`src/rtl/u8sd_pkg.sv`:
```
// u8sd_pkg: types and constants shared by the utf8 stream decoder modules
// no dependencies; used by u8sd_decode, u8sd_emit and utf8_stream_decoder
`default_nettype none

package u8sd_pkg;

   localparam int CP_W = 21;
   localparam int BYTE_W = 8;
   localparam int CNT_W = 2;
   localparam int REPL_CNT_W = 3;
   localparam int CSR_ADDR_W = 3;
   localparam int CSR_DATA_W = 32;

   localparam logic [CP_W-1:0] REPL_RESET = 21'h00FFFD;
   localparam logic [CP_W-1:0] CP_MAX = 21'h10FFFF;
   localparam logic [CP_W-1:0] SURR_LO = 21'h00D800;
   localparam logic [CP_W-1:0] SURR_HI = 21'h00DFFF;
   localparam logic [CP_W-1:0] MIN_3B = 21'h000800;
   localparam logic [CP_W-1:0] MIN_4B = 21'h010000;

   // register index, taken from paddr[2]
   localparam logic CSR_IDX_REPL = 1'b0;

   // results caused by one byte: replacements first, then an optional good value
   typedef struct packed {
      logic [REPL_CNT_W-1:0] repl_count;
      logic good;
      logic [CP_W-1:0] value;
   } burst_type;

endpackage

`default_nettype wire

```
`src/rtl/u8sd_decode.sv`:
```
// u8sd_decode: sequence state and per-byte decode into a result burst
// depends on u8sd_pkg
`default_nettype none

module u8sd_decode (
   input  wire logic clock,
   input  wire logic reset,
   input  wire logic accept,
   input  wire logic [u8sd_pkg::BYTE_W-1:0] byte_in,
   input  wire logic end_of_string,
   output u8sd_pkg::burst_type burst
);

   logic [u8sd_pkg::CP_W-1:0] partial_ff, partial_in;
   logic [u8sd_pkg::CNT_W-1:0] expected_ff, expected_in;
   logic [u8sd_pkg::CNT_W-1:0] taken_ff, taken_in;

   logic pending;
   logic cont;
   logic [u8sd_pkg::CNT_W-1:0] taken_inc;
   logic [u8sd_pkg::CP_W-1:0] shifted;
   logic value_ok;
   logic is_ascii, is_lead2, is_lead3, is_lead4;

   assign pending = (expected_ff != '0);
   assign cont = (byte_in[7:6] == 2'b10);
   assign taken_inc = taken_ff + 2'd1;
   assign shifted = {partial_ff[u8sd_pkg::CP_W-7:0], byte_in[5:0]};

   assign is_ascii = ~byte_in[7];
   assign is_lead2 = (byte_in[7:5] == 3'b110) && (byte_in >= 8'hC2);
   assign is_lead3 = (byte_in[7:4] == 4'b1110);
   assign is_lead4 = (byte_in[7:3] == 5'b11110) && (byte_in <= 8'hF4);

   always_comb begin
      value_ok = 1'b1;
      if ((shifted >= u8sd_pkg::SURR_LO) && (shifted <= u8sd_pkg::SURR_HI)) value_ok = 1'b0;
      if (shifted > u8sd_pkg::CP_MAX) value_ok = 1'b0;
      // overlong 3- and 4-byte forms
      if ((expected_ff == 2'd2) && (shifted < u8sd_pkg::MIN_3B)) value_ok = 1'b0;
      if ((expected_ff == 2'd3) && (shifted < u8sd_pkg::MIN_4B)) value_ok = 1'b0;
   end

   always_comb begin
      burst = '0;
      partial_in = partial_ff;
      expected_in = expected_ff;
      taken_in = taken_ff;
      if (pending && cont) begin
         if (taken_inc == expected_ff) begin
            if (value_ok) begin
               burst.good = 1'b1;
               burst.value = shifted;
            end else begin
               burst.repl_count = 3'd1;
            end
            partial_in = '0;
            expected_in = '0;
            taken_in = '0;
         end else if (end_of_string) begin
            burst.repl_count = 3'd1 + {1'b0, taken_inc};
            partial_in = '0;
            expected_in = '0;
            taken_in = '0;
         end else begin
            partial_in = shifted;
            taken_in = taken_inc;
         end
      end else begin
         // interrupted sequence flushes first, then the byte starts afresh
         if (pending) burst.repl_count = 3'd1 + {1'b0, taken_ff};
         partial_in = '0;
         expected_in = '0;
         taken_in = '0;
         priority if (is_ascii) begin
            burst.good = 1'b1;
            burst.value = {13'd0, byte_in};
         end else if (is_lead2) begin
            partial_in = {16'd0, byte_in[4:0]};
            expected_in = 2'd1;
         end else if (is_lead3) begin
            partial_in = {17'd0, byte_in[3:0]};
            expected_in = 2'd2;
         end else if (is_lead4) begin
            partial_in = {18'd0, byte_in[2:0]};
            expected_in = 2'd3;
         end else begin
            burst.repl_count = burst.repl_count + 3'd1;
         end
         if (end_of_string && (expected_in != '0)) begin
            burst.repl_count = burst.repl_count + 3'd1;
            partial_in = '0;
            expected_in = '0;
         end
      end
   end

   always_ff @(posedge clock) begin
      if (reset) begin
         partial_ff <= '0;
         expected_ff <= '0;
         taken_ff <= '0;
      end else if (accept) begin
         partial_ff <= partial_in;
         expected_ff <= expected_in;
         taken_ff <= taken_in;
      end
   end

   a_idle_clean: assert property (@(posedge clock) disable iff (reset)
      (expected_ff == '0) |-> (taken_ff == '0) && (partial_ff == '0))
      else $error("idle decoder holds leftover sequence state");

   a_taken_below_expected: assert property (@(posedge clock) disable iff (reset)
      (expected_ff != '0) |-> (taken_ff < expected_ff))
      else $error("continuation count reached sequence length without completing");

   a_burst_bound: assert property (@(posedge clock) disable iff (reset)
      accept |-> ({1'b0, burst.repl_count} + {3'd0, burst.good} <= 4'd4))
      else $error("one byte produced more than four results");

endmodule

`default_nettype wire

```
`src/rtl/u8sd_emit.sv`:
```
// u8sd_emit: result register that plays out one burst, one result per cycle while rsp_ready is high
// depends on u8sd_pkg
`default_nettype none

module u8sd_emit (
   input  wire logic clock,
   input  wire logic reset,
   input  wire logic load,
   input  wire u8sd_pkg::burst_type burst,
   input  wire logic [u8sd_pkg::CP_W-1:0] replacement,
   output logic free,
   output logic rsp_valid,
   input  wire logic rsp_ready,
   output logic [u8sd_pkg::CP_W-1:0] rsp_code_point,
   output logic rsp_malformed,
   output logic rsp_last_of_run
);

   logic [u8sd_pkg::REPL_CNT_W-1:0] repl_left_ff;
   logic good_ff;
   logic [u8sd_pkg::CP_W-1:0] value_ff;
   logic xfer;

   assign rsp_valid = (repl_left_ff != '0) || good_ff;
   assign rsp_malformed = (repl_left_ff != '0);
   assign rsp_code_point = rsp_malformed ? replacement : value_ff;
   assign rsp_last_of_run = rsp_malformed ? ((repl_left_ff == 3'd1) && !good_ff) : 1'b1;
   assign xfer = rsp_valid && rsp_ready;
   // a new burst may load as the last result of the current one leaves
   assign free = !rsp_valid || (rsp_ready && rsp_last_of_run);

   always_ff @(posedge clock) begin
      if (reset) begin
         repl_left_ff <= '0;
         good_ff <= 1'b0;
      end else if (load) begin
         repl_left_ff <= burst.repl_count;
         good_ff <= burst.good;
      end else if (xfer) begin
         if (repl_left_ff != '0) repl_left_ff <= repl_left_ff - 3'd1;
         else good_ff <= 1'b0;
      end
   end

   always_ff @(posedge clock) begin
      if (load) value_ff <= burst.value;
   end

   a_load_when_free: assert property (@(posedge clock) disable iff (reset)
      load |-> free)
      else $error("burst loaded over results still waiting");

   a_drained_after_last: assert property (@(posedge clock) disable iff (reset)
      (xfer && rsp_last_of_run && !load) |=> !rsp_valid)
      else $error("results remain after last of run was transferred");

   a_good_is_last: assert property (@(posedge clock) disable iff (reset)
      (rsp_valid && !rsp_malformed) |-> rsp_last_of_run)
      else $error("decoded value not at end of its run");

endmodule

`default_nettype wire

```
`src/rtl/utf8_stream_decoder.sv`:
```
// utf8_stream_decoder: streaming utf-8 decoder with replacement, top level
// depends on u8sd_pkg, u8sd_decode, u8sd_emit
//
// usage:
//   req channel: one byte per transfer with an end_of_string flag.
//   rsp channel: code points, one per transfer; malformed marks a replacement
//   and last_of_run marks the final result caused by one byte. a byte that
//   only opens or extends a sequence gives no result.
//   csr port: apb-style, register 0 at byte address 0 holds the 21-bit
//   replacement code (reset 0xFFFD); write it only while the block is idle.
// timing: the first result of a byte is registered and appears in the cycle after the byte is transferred.
// throughput: one byte per cycle while each byte gives at most one result and
//   rsp_ready stays high; a byte that gives more results holds req_ready low
//   until its last result leaves, set by the single result register that plays out each burst.
// reset: synchronous, clears the open sequence and the result register.
// stall: while rsp_ready is low the pending result holds and req_ready
//   drops once the result register has no room for the next burst.
`default_nettype none

module utf8_stream_decoder (
   input  wire logic clock,
   input  wire logic reset,
   input  wire logic req_valid,
   output logic req_ready,
   input  wire logic [u8sd_pkg::BYTE_W-1:0] req_byte_in,
   input  wire logic req_end_of_string,
   output logic rsp_valid,
   input  wire logic rsp_ready,
   output logic [u8sd_pkg::CP_W-1:0] rsp_code_point,
   output logic rsp_malformed,
   output logic rsp_last_of_run,
   input  wire logic csr_psel,
   input  wire logic csr_penable,
   input  wire logic csr_pwrite,
   input  wire logic [u8sd_pkg::CSR_ADDR_W-1:0] csr_paddr,
   input  wire logic [u8sd_pkg::CSR_DATA_W-1:0] csr_pwdata,
   output logic [u8sd_pkg::CSR_DATA_W-1:0] csr_prdata,
   output logic csr_pready
);

   logic [u8sd_pkg::CP_W-1:0] repl_ff;
   logic accept;
   logic free;
   u8sd_pkg::burst_type burst;

   assign csr_pready = 1'b1;
   assign csr_prdata = (csr_paddr[2] == u8sd_pkg::CSR_IDX_REPL)
                       ? {{(u8sd_pkg::CSR_DATA_W-u8sd_pkg::CP_W){1'b0}}, repl_ff} : '0;

   always_ff @(posedge clock) begin
      if (reset) begin
         repl_ff <= u8sd_pkg::REPL_RESET;
      end else if (csr_psel && csr_penable && csr_pwrite && csr_pready
                   && (csr_paddr[2] == u8sd_pkg::CSR_IDX_REPL)) begin
         repl_ff <= csr_pwdata[u8sd_pkg::CP_W-1:0];
      end
   end

   assign req_ready = free;
   assign accept = req_valid && free;

   u8sd_decode u_decode (
      .clock(clock),
      .reset(reset),
      .accept(accept),
      .byte_in(req_byte_in),
      .end_of_string(req_end_of_string),
      .burst(burst)
   );

   u8sd_emit u_emit (
      .clock(clock),
      .reset(reset),
      .load(accept),
      .burst(burst),
      .replacement(repl_ff),
      .free(free),
      .rsp_valid(rsp_valid),
      .rsp_ready(rsp_ready),
      .rsp_code_point(rsp_code_point),
      .rsp_malformed(rsp_malformed),
      .rsp_last_of_run(rsp_last_of_run)
   );

endmodule

`default_nettype wire

```
`config.mk`:
```
export PLATFORM = sky130hd
export DESIGN_NAME = utf8_stream_decoder
export DESIGN_NICKNAME = d
export VERILOG_FILES = /design/src/rtl/u8sd_pkg.sv /design/src/rtl/u8sd_decode.sv /design/src/rtl/u8sd_emit.sv /design/src/rtl/utf8_stream_decoder.sv
export SDC_FILE = /design/constraint.sdc
export NUM_CORES = 1
export LEC_CHECK = 0
export BUFFER_PORTS_ARGS = -buffer_cell sky130_fd_sc_hd__buf_2
export CORE_MARGIN = 2
export CORE_UTILIZATION = 27
export DETAILED_ROUTE_END_ITERATION = 10
export SYNTH_ARGS = -nofsm -noshare
export SYNTH_HDL_FRONTEND = slang
export SYNTH_SLANG_ARGS = --single-unit
```
`constraint.sdc`:
```
create_clock -name clock -period 2.64 [get_ports clock]
set_input_delay 0.264 -clock clock [delete_from_list [all_inputs] [get_ports clock]]
set_output_delay 0.264 -clock clock [all_outputs]
set_load 0.01 [all_outputs]
```
==> results.cfg, run 1 <==
[yosys]
synth_edf_count = 21
synth_common_cells = nand2_1, dfxtp_1, a21oi_1, nor2b_1, edfxtp_1
synth_top_flop_cell = dfxtp_1
ys_ff_latch = 65
synth_top_area_share_pct = 24.59
avgSynthCellArea_um2 = 8.179
ys_seq_area_share_pct = 42.19
yosysTopAreaCell = dfxtp_1
netlist_instances = 438
synth_cell_type_count = 59
synthMostInstantiatedCell = nand2_1
async_flop_share_pct = 0
synth_warnings = 0
syn_area_um2 = 3582
synth_area_leaders = dfxtp_1, edfxtp_1, nand2_1, a21oi_1, nor2b_1

[clocking]
htreeDepth = 3
cts_tree = built
post_cts_buffers = 0
cts.sinks = 65
clk_latency_ns = 0.33
post_cts_resized = 0
cts_max_path_buffers = 2
cts-hold-fix-buffers = 0
cts_buffers = 9
clkSlewWorstSetupHoldPaths_ns = 0.06
clock-root-buffer = clkbuf_16

[critical_path]
cp_data_arrival_time_ns = 2.60
cp-end-kind = flip-flop
cp_max_fo = 3
ff2ff_path_depth = 10
worstReg2RegStart = u_decode.taken_ff[0]
worstSetupStartpointType = flip-flop
worstPathRequired_ns = 2.82
reg2reg_slack_ns = 0.21
regToRegEndpoint = u_emit.repl_left_ff[2]
worstSetupPathType = reg2reg

[timing]
drv_slew = 0
setup_viol_count_final = 0
rsz0062_at_grt = no
final.min_clock_period_ns = 2.427
skew_ns = 0.005013
fmax_ghz = 0.4121
whs_ns = 0.1452
final_hold_viol_count = 0
slew_headroom_pct = 35.56
worst_slew_pin_slew_ns = 0.9616
tns_ns = 0
post-route-period-util_pct = 91.92

[routing]
antenna_left = 0
drtIter0Drc = 240
vias = 3145
first_pass_iters = 4
routedWlPerCell_um = 12.88
wirelength_um = 8949
drcViolationCount = 0
via_per_inst = 4.525

[pwr]
p_sw_share_pct = 36.91
combPwrFrac_pct = 40.0
power.total_mw = 4.023
peakVddDrop_mv = 0.3401
p_int_mw = 2.538
pwr-share-clk_pct = 29.1
net-switching-power_mw = 1.485
power_density_nw_per_um2 = 915.8
leakage_nw = 1.933
sequentialPowerShare_pct = 30.9

[floorplanning]
die_area_um2 = 14210
pin_count = 109
start_util_pct = 27.38
die_h_um = 119.2
core-area_um2 = 13090
die_w_um = 119.2
fp-row-count = 42

[min_path]
min_path_type = in2reg
min_to = repl_ff[15]
worstHoldStart = csr_pwdata[15]
worstHoldPathCells = 3

[final_layout]
area_growth_syn_to_layout_pct = 22.63
layout.nets = 572
seq_area_um2 = 1511
multiInputGateArea_um2 = 1832
drive_above_1_share_pct = 22.93
fin_util_pct = 33.57
diodes = 0
nFillCells = 1361

[global_routing]
antenna_found_initial = 2
grt_pass1_vias = 3023
grt_max_degree = 44
grt-ovfl-total = 0
grt_pass1_wl_um = 14870
grt_use_total_pct = 13.06

[outcome]
outcome = finished clean

[job]
maxCapViolations = 0

[placement]
gp_congestion = 0.8248
io_buffers = 83
hpwl_um = 6422
layer usage:
layer	wire length, um	share of wire, %	track usage (%)	vias up
li1	-	-	-	1592
met1	4109	46	16.35	1433
met2	3936	44	20.58	95
met3	698	7.8	5.125	21
met4	182	2.0	4.241	4
met5	23	0.26	0	-
state kept, by name (all words and copies together), names as in the netlist:
signal and count:
u_emit.value_ff 21, u_emit.good_ff 1, u_emit.repl_left_ff 3, u_decode.partial_ff 15, repl_ff 21, u_decode.expected_ff 2
u_decode.taken_ff 2
through the flow:
stage,setup WS [ns],instances,area (um2)
after detailed placement,0.1650,679,4094
after global routing,0.03667,695,4393
after CTS,0.2144,695,4387
after global placement,0.2284,679,4094
final,0.2132,695,4393
after floorplan,0.1478,448,3620
how the worst max path moves through the flow:
stage                               startpoint                endpoint  slack, ns  depth (start not counted)
after floorplan           u_decode.taken_ff[0]  u_emit.repl_left_ff[2]       0.15                         12
after global placement          req_byte_in[1]  u_emit.repl_left_ff[2]       0.23                         11
after detailed placement        req_byte_in[1]  u_emit.repl_left_ff[2]       0.16                         11
after CTS                 u_decode.taken_ff[0]  u_decode.partial_ff[4]       0.21                          8
after global routing      u_decode.taken_ff[0]  u_emit.repl_left_ff[2]       0.04                         10
final                     u_decode.taken_ff[0]  u_emit.repl_left_ff[2]       0.21                         10
critical path, cell delays in order, from the launching register on:
cell and delay, ns:
dfxtp_1 0.32, inv_1 0.06, ha_1 0.31, nor2_1 0.20, ha_1 0.28, mux2_2 0.26, ha_1 0.18, and2_1 0.16
mux2i_2 0.20, mux2i_1 0.21, a311oi_1 0.10
cell type report:
| type | count | share of cell area, % |
|---|---|---|
| flip-flops and latches | 65 | 34.41 |
| clock inverters | 3 | 0.9684 |
| repair buffers | 93 | 11.45 |
| well taps | 176 | 5.013 |
| clock buffers | 13 | 5.696 |
| inverters | 9 | 0.7690 |
| multi-input cells | 336 | 41.70 |
power groups by stage:
stage	combinational, mW	clock [mW]	sequential, mW
6_report	1.61	1.17	1.24
5_1_grt	1.80	1.25	1.26
4_1_cts	1.63	1.19	1.24
3_5_place_dp	1.63	0	1.26
3_3_place_gp	1.61	0	1.26
2_1_floorplan	1.04	0	1.25
cell usage in the layout (no fill, tap or decap), types with 2 or more instances in the layout:
cell type  count
nand2_1      130
buf_2         83
dfxtp_1       44
a21oi_1       28
nor2b_1       22
edfxtp_1      21
and2_1        20
nor2_1        18
nand3b_1      16
nand3_1       14
conb_1        12
clkbuf_16      9
buf_4          9
inv_1          8
o21ai_0        7
ha_1           7
nand2b_1       4
o21bai_1       4
a22o_1         4
nor3_1         3
clkbuf_1       3
nor4_1         2
xnor2_1        2
o21a_1         2
and3_1         2
a22oi_1        2
o22ai_1        2
xor2_1         2
o31ai_1        2
mux2i_1        2
a211o_1        2
a21o_1         2
a41oi_1        2
o211ai_1       2
cell families after synthesis:
| logic type | count (synthesis) | synth area share [%] |
|---|---|---|
| other | 2 | 0.2096 |
| and+or+nand+nor | 245 | 33.36 |
| buffers and inverters | 47 | 7.894 |
| muxes | 4 | 1.257 |
| adders and majority gates | 7 | 2.445 |
| xor gates and xnor gates | 4 | 0.9782 |
| DFF | 65 | 42.19 |
| AOI/OAI and AO/OA | 64 | 11.67 |
No activity file was read; power rests on OpenSTA's default activity.
==> run 2, diff against run 1 <==
CORE_UTILIZATION = 47   (was 27)
PLACE_DENSITY_LB_ADDON = 0.15   (was not set)
==> results.cfg, run 2 (synthesis gave the netlist of run 1 again) <==
[clocking]
clkSlewWorstSetupHoldPaths_ns = 0.08
clk_latency_ns = 0.34
cts-hold-fix-buffers = 0
clock-root-buffer = clkbuf_8
cts_tree = built
cts_buffers = 9
cts.sinks = 65
cts_max_path_buffers = 2
htreeDepth = 3

[pwr]
sequentialPowerShare_pct = 32.7
combPwrFrac_pct = 41.9
power.total_mw = 3.802
power_density_nw_per_um2 = 896.7
net-switching-power_mw = 1.460
p_int_mw = 2.342
peakVddDrop_mv = 0.4028
p_sw_share_pct = 38.41
pwr-share-clk_pct = 25.5
leakage_nw = 1.915

[final_layout]
layout.nets = 573
diodes = 0
final_cell_mix = nand2_1, buf_2, dfxtp_1
largestRegisters = repl_ff: 21 flops, u_emit.value_ff: 21 flops, u_decode.partial_ff: 15 flops
fin_cells = 619
drive_above_1_share_pct = 23.85
final_common_cell = nand2_1
final_area_um2 = 4240
area_growth_syn_to_layout_pct = 18.37

[routing]
first_pass_iters = 4
via_per_inst = 5.008
vias = 3100
routedWlPerCell_um = 13.17
antenna_left = 0
drtIter0Drc = 173
drcViolationCount = 0
wirelength_um = 8154

[timing]
setup_viol_count_final = 0
worst_slew_pin_slew_ns = 0.7698
skew_ns = 0.008965
final.min_clock_period_ns = 2.424
tns_ns = 0
post-route-period-util_pct = 91.80
final_hold_viol_count = 0
drv_slew = 0
slew_headroom_pct = 48.64
fmax_ghz = 0.4126
whs_ns = 0.1311
rsz0062_at_grt = no

[min_path]
worstHoldPathCells = 3
worstHoldStart = csr_pwdata[11]
min_to = repl_ff[11]
min_path_type = in2reg

[critical_path]
worstPathRequired_ns = 2.82
worstReg2RegStart = u_decode.taken_ff[0]
worstSetupPathType = reg2reg
cp_max_fo = 3
regToRegEndpoint = u_emit.repl_left_ff[2]
cp_slowest_cell = dfxtp_1
cp_common_cell = ha_1
reg2reg_slack_ns = 0.22
cp_data_arrival_time_ns = 2.61
cp-end-kind = flip-flop
slowest_delay_ns = 0.34
worstSetupStartpointType = flip-flop
ff2ff_path_depth = 10
path_cells = inv_1, ha_1, nor2_2, ha_1, mux2_2, ha_1, and2_1, mux2i_2, mux2i_1, a311oi_1

[global_routing]
grt_pass1_wl_um = 13260
grt_pass1_vias = 2690
grt_use_total_pct = 19.80
antenna_found_initial = 0
grt_max_degree = 44
grt-ovfl-total = 0

[placement]
gp_congestion = 0.8084
hpwl_um = 5755
io_buffers = 83
placed_cells = 603
place_area_um2 = 4005

[floorplanning]
die_w_um = 91.30
die_h_um = 91.30
fp-row-count = 31
pin_count = 109
core-area_um2 = 7331
start_util_pct = 48.86
die_area_um2 = 8336

[job]
maxCapViolations = 0

[outcome]
outcome = finished clean
[run 2: worst max-delay path, delay by kind of cell, from the launching register on]
| kind | cells | cell delay, ns |
|---|---|---|
| multiplexers | 3 | 0.66 |
| flip-flops | 1 | 0.34 |
| AND/OR/NAND/NOR | 2 | 0.33 |
| adder cells (fa/ha/maj) | 3 | 0.76 |
| AO/OA/AOI/OAI | 1 | 0.12 |
| buffers and inverters | 1 | 0.06 |
[run 2: power by group through the flow]
stage	registers (mW)	logic [mW]	clock network [mW]
6_report	1.24	1.59	0.968
2_1_floorplan	1.25	1.04	0
3_5_place_dp	1.27	1.60	0
5_1_grt	1.25	1.78	1.02
3_3_place_gp	1.26	1.59	0
4_1_cts	1.24	1.60	0.984
[run 2: metrics by stage]
step / util, % / worst slack, ns
floorplan: - / 0.1478
global placement: 54.63 / 0.2545
detailed placement: 54.63 / 0.1415
CTS: 57.72 / 0.1922
global route: 57.84 / 0.02962
finish: 57.84 / 0.2165
[run 2: worst max path at each step]
stage | from | end | slack [ns] | cells past startpoint
4_1_cts | u_decode.taken_ff[0] | u_emit.repl_left_ff[2] | 0.19 | 10
6_report | u_decode.taken_ff[0] | u_emit.repl_left_ff[2] | 0.22 | 10
5_1_grt | u_decode.taken_ff[0] | u_emit.repl_left_ff[2] | 0.03 | 10
3_5_place_dp | req_byte_in[1] | u_emit.repl_left_ff[2] | 0.14 | 11
2_1_floorplan | u_decode.taken_ff[0] | u_emit.repl_left_ff[2] | 0.15 | 12
3_3_place_gp | req_byte_in[1] | u_emit.repl_left_ff[2] | 0.25 | 11
[run 2: layout make-up]
class	instances	area (um2)
Fill cell	659	3090
Multi-Input combinational cell	336	1834
Sequential cell	65	1511
Timing Repair Buffer	94	510.5
Clock buffer	10	137.6
Tap cell	99	123.9
Clock inverter	6	88.84
Inverter	9	33.78
[run 2: layer usage]
metal  vias to the layer above  share of wire [%]  track usage [%]
li1                       1598                  -                -
met1                      1394                 50            27.92
met2                       100                 43            30.37
met3                         8                6.1            4.066
met4                         0               0.99            6.566
met5                         -                  0                0
[run 2: what timing repair did]
item | in CTS | in global routing
setup endpoints to repair | 0 | 1
setup buffers | 0 | 0
gates resized for setup | 0 | 2
==> run 3, diff against run 2 <==
CELL_PAD_IN_SITES_DETAIL_PLACEMENT = 0   (was not set)
CELL_PAD_IN_SITES_GLOBAL_PLACEMENT = 1   (was not set)
CORE_UTILIZATION = 34   (was 47)
SLEW_MARGIN = 10   (was not set)
==> results.cfg, run 3 (synthesis gave the netlist of run 1 again) <==
[floorplanning]
pin_count = 109
die_area_um2 = 11370
die_h_um = 106.6
core-area_um2 = 10280
die_w_um = 106.6
fp-row-count = 37
start_util_pct = 34.86

[pwr]
power_density_nw_per_um2 = 872.6
pwr-share-clk_pct = 23.9
sequentialPowerShare_pct = 33.2
leakage_nw = 1.909
combPwrFrac_pct = 42.8
net-switching-power_mw = 1.506
p_int_mw = 2.224
p_sw_share_pct = 40.37
peakVddDrop_mv = 0.3150

[clocking]
post_cts_resized = 0
cts.sinks = 65
cts_buffers = 9
post_cts_buffers = 0
htreeDepth = 3
clk_latency_ns = 0.35
cts_max_path_buffers = 2
cts-hold-fix-buffers = 0
clock-root-buffer = clkbuf_8
cts_tree = built
clkSlewWorstSetupHoldPaths_ns = 0.08

[timing]
whs_ns = 0.1317
final.min_clock_period_ns = 2.375
slew_headroom_pct = 45.87
worst_slew_pin_slew_ns = 0.8120
tns_ns = 0
rsz0062_at_grt = no
skew_ns = 0.008526
final_hold_viol_count = 0
drv_slew = 0
setup_viol_count_final = 0
post-route-period-util_pct = 89.96
fmax_ghz = 0.4211

[critical_path]
cp_common_cell = ha_1
path_cells = inv_1, ha_1, nor2_1, ha_1, mux2_2, ha_1, and2_1, mux2i_2, mux2i_1, a311oi_1
slowest_delay_ns = 0.33
cp_data_arrival_time_ns = 2.57
cp_max_fo = 3
cp-end-kind = flip-flop
cp.buffers_inverters = 1
path_delay_family = adder cells
cp_slowest_cell = dfxtp_1
worstSetupPathType = reg2reg
worstSetupStartpointType = flip-flop
worstPathRequired_ns = 2.83

[placement]
gp_congestion = 0.8671
place_area_um2 = 4069
hpwl_um = 6456
io_buffers = 83

[routing]
drcViolationCount = 0
met1_length_um = 4499
routedWlPerCell_um = 13.58
drtIter0Drc = 132
wirelength_um = 8964
vias = 3075
top_layer = met4
wl_met2_um = 3831
via_per_inst = 4.659
antenna_left = 0
first_pass_iters = 4
wl_met3_um = 499

[global_routing]
grt_max_degree = 44
grt_pass1_wl_um = 14650
grt_pass1_vias = 2885
antenna_found_initial = 0
grt-ovfl-total = 0
grt_use_total_pct = 16.22

[final_layout]
drive_above_1_share_pct = 24.24
final_area_um2 = 4275
area_growth_syn_to_layout_pct = 19.35
final_cell_mix = nand2_1, buf_2, dfxtp_1
final_common_cell = nand2_1
fin_util_pct = 41.60
diodes = 0
layout.nets = 577
largestRegisters = repl_ff: 21 flops, u_emit.value_ff: 21 flops, u_decode.partial_ff: 15 flops

[job]
maxCapViolations = 0

[outcome]
outcome = finished clean

[min_path]
min_path_type = in2reg
run 3: metal layers:
| layer | vias to the layer above | GRT usage (%) |
|---|---|---|
| li1 | 1605 | - |
| met1 | 1365 | 23.39 |
| met2 | 92 | 24.07 |
| met3 | 13 | 2.857 |
| met4 | 0 | 6.308 |
| met5 | - | 0 |
run 3: area by class of cell:
cell class	instances	area (um2)
flip-flops and latches	65	1511
clock inverters	7	82.58
repair buffers	98	528.0
clock buffers	9	123.9
inverters	9	33.78
well taps	136	170.2
multi-input cells	336	1826
fillers	1085	6002
run 3: worst reg2reg max path: cells and delay by family (launching register included):
family | cells | cell delay (ns)
AOI/OAI and AO/OA | 1 | 0.09
adders and majority gates | 3 | 0.75
buffers and inverters | 1 | 0.06
DFF | 1 | 0.33
muxes | 3 | 0.66
and+or+nand+nor | 2 | 0.34
run 3: metrics by stage:
step	setup WS, ns	std cells	power, mW
finish	0.2651	660	3.731
global route	0.09239	660	4.020
CTS	0.2699	660	3.767
detailed placement	0.2095	644	2.879
global placement	0.2288	644	2.881
floorplan	0.1478	448	2.289
run 3: final timing paths:
path	startpoint	endpoint	slack, ns	depth (start not counted)
min	csr_pwdata[10]	repl_ff[10]	0.13	3
min reg2reg	u_decode.partial_ff[12]	u_decode.partial_ff[12]	0.47	2
max reg2reg	u_decode.taken_ff[0]	u_emit.repl_left_ff[2]	0.27	10
max	u_decode.taken_ff[0]	u_emit.repl_left_ff[2]	0.27	10
run 3: power groups by stage:
stage	logic, mW	registers (mW)	clock network [mW]
after floorplan	1.04	1.25	0
after global placement	1.62	1.26	0
after detailed placement	1.62	1.26	0
after CTS	1.62	1.24	0.908
after global routing	1.80	1.26	0.960
final	1.60	1.24	0.893
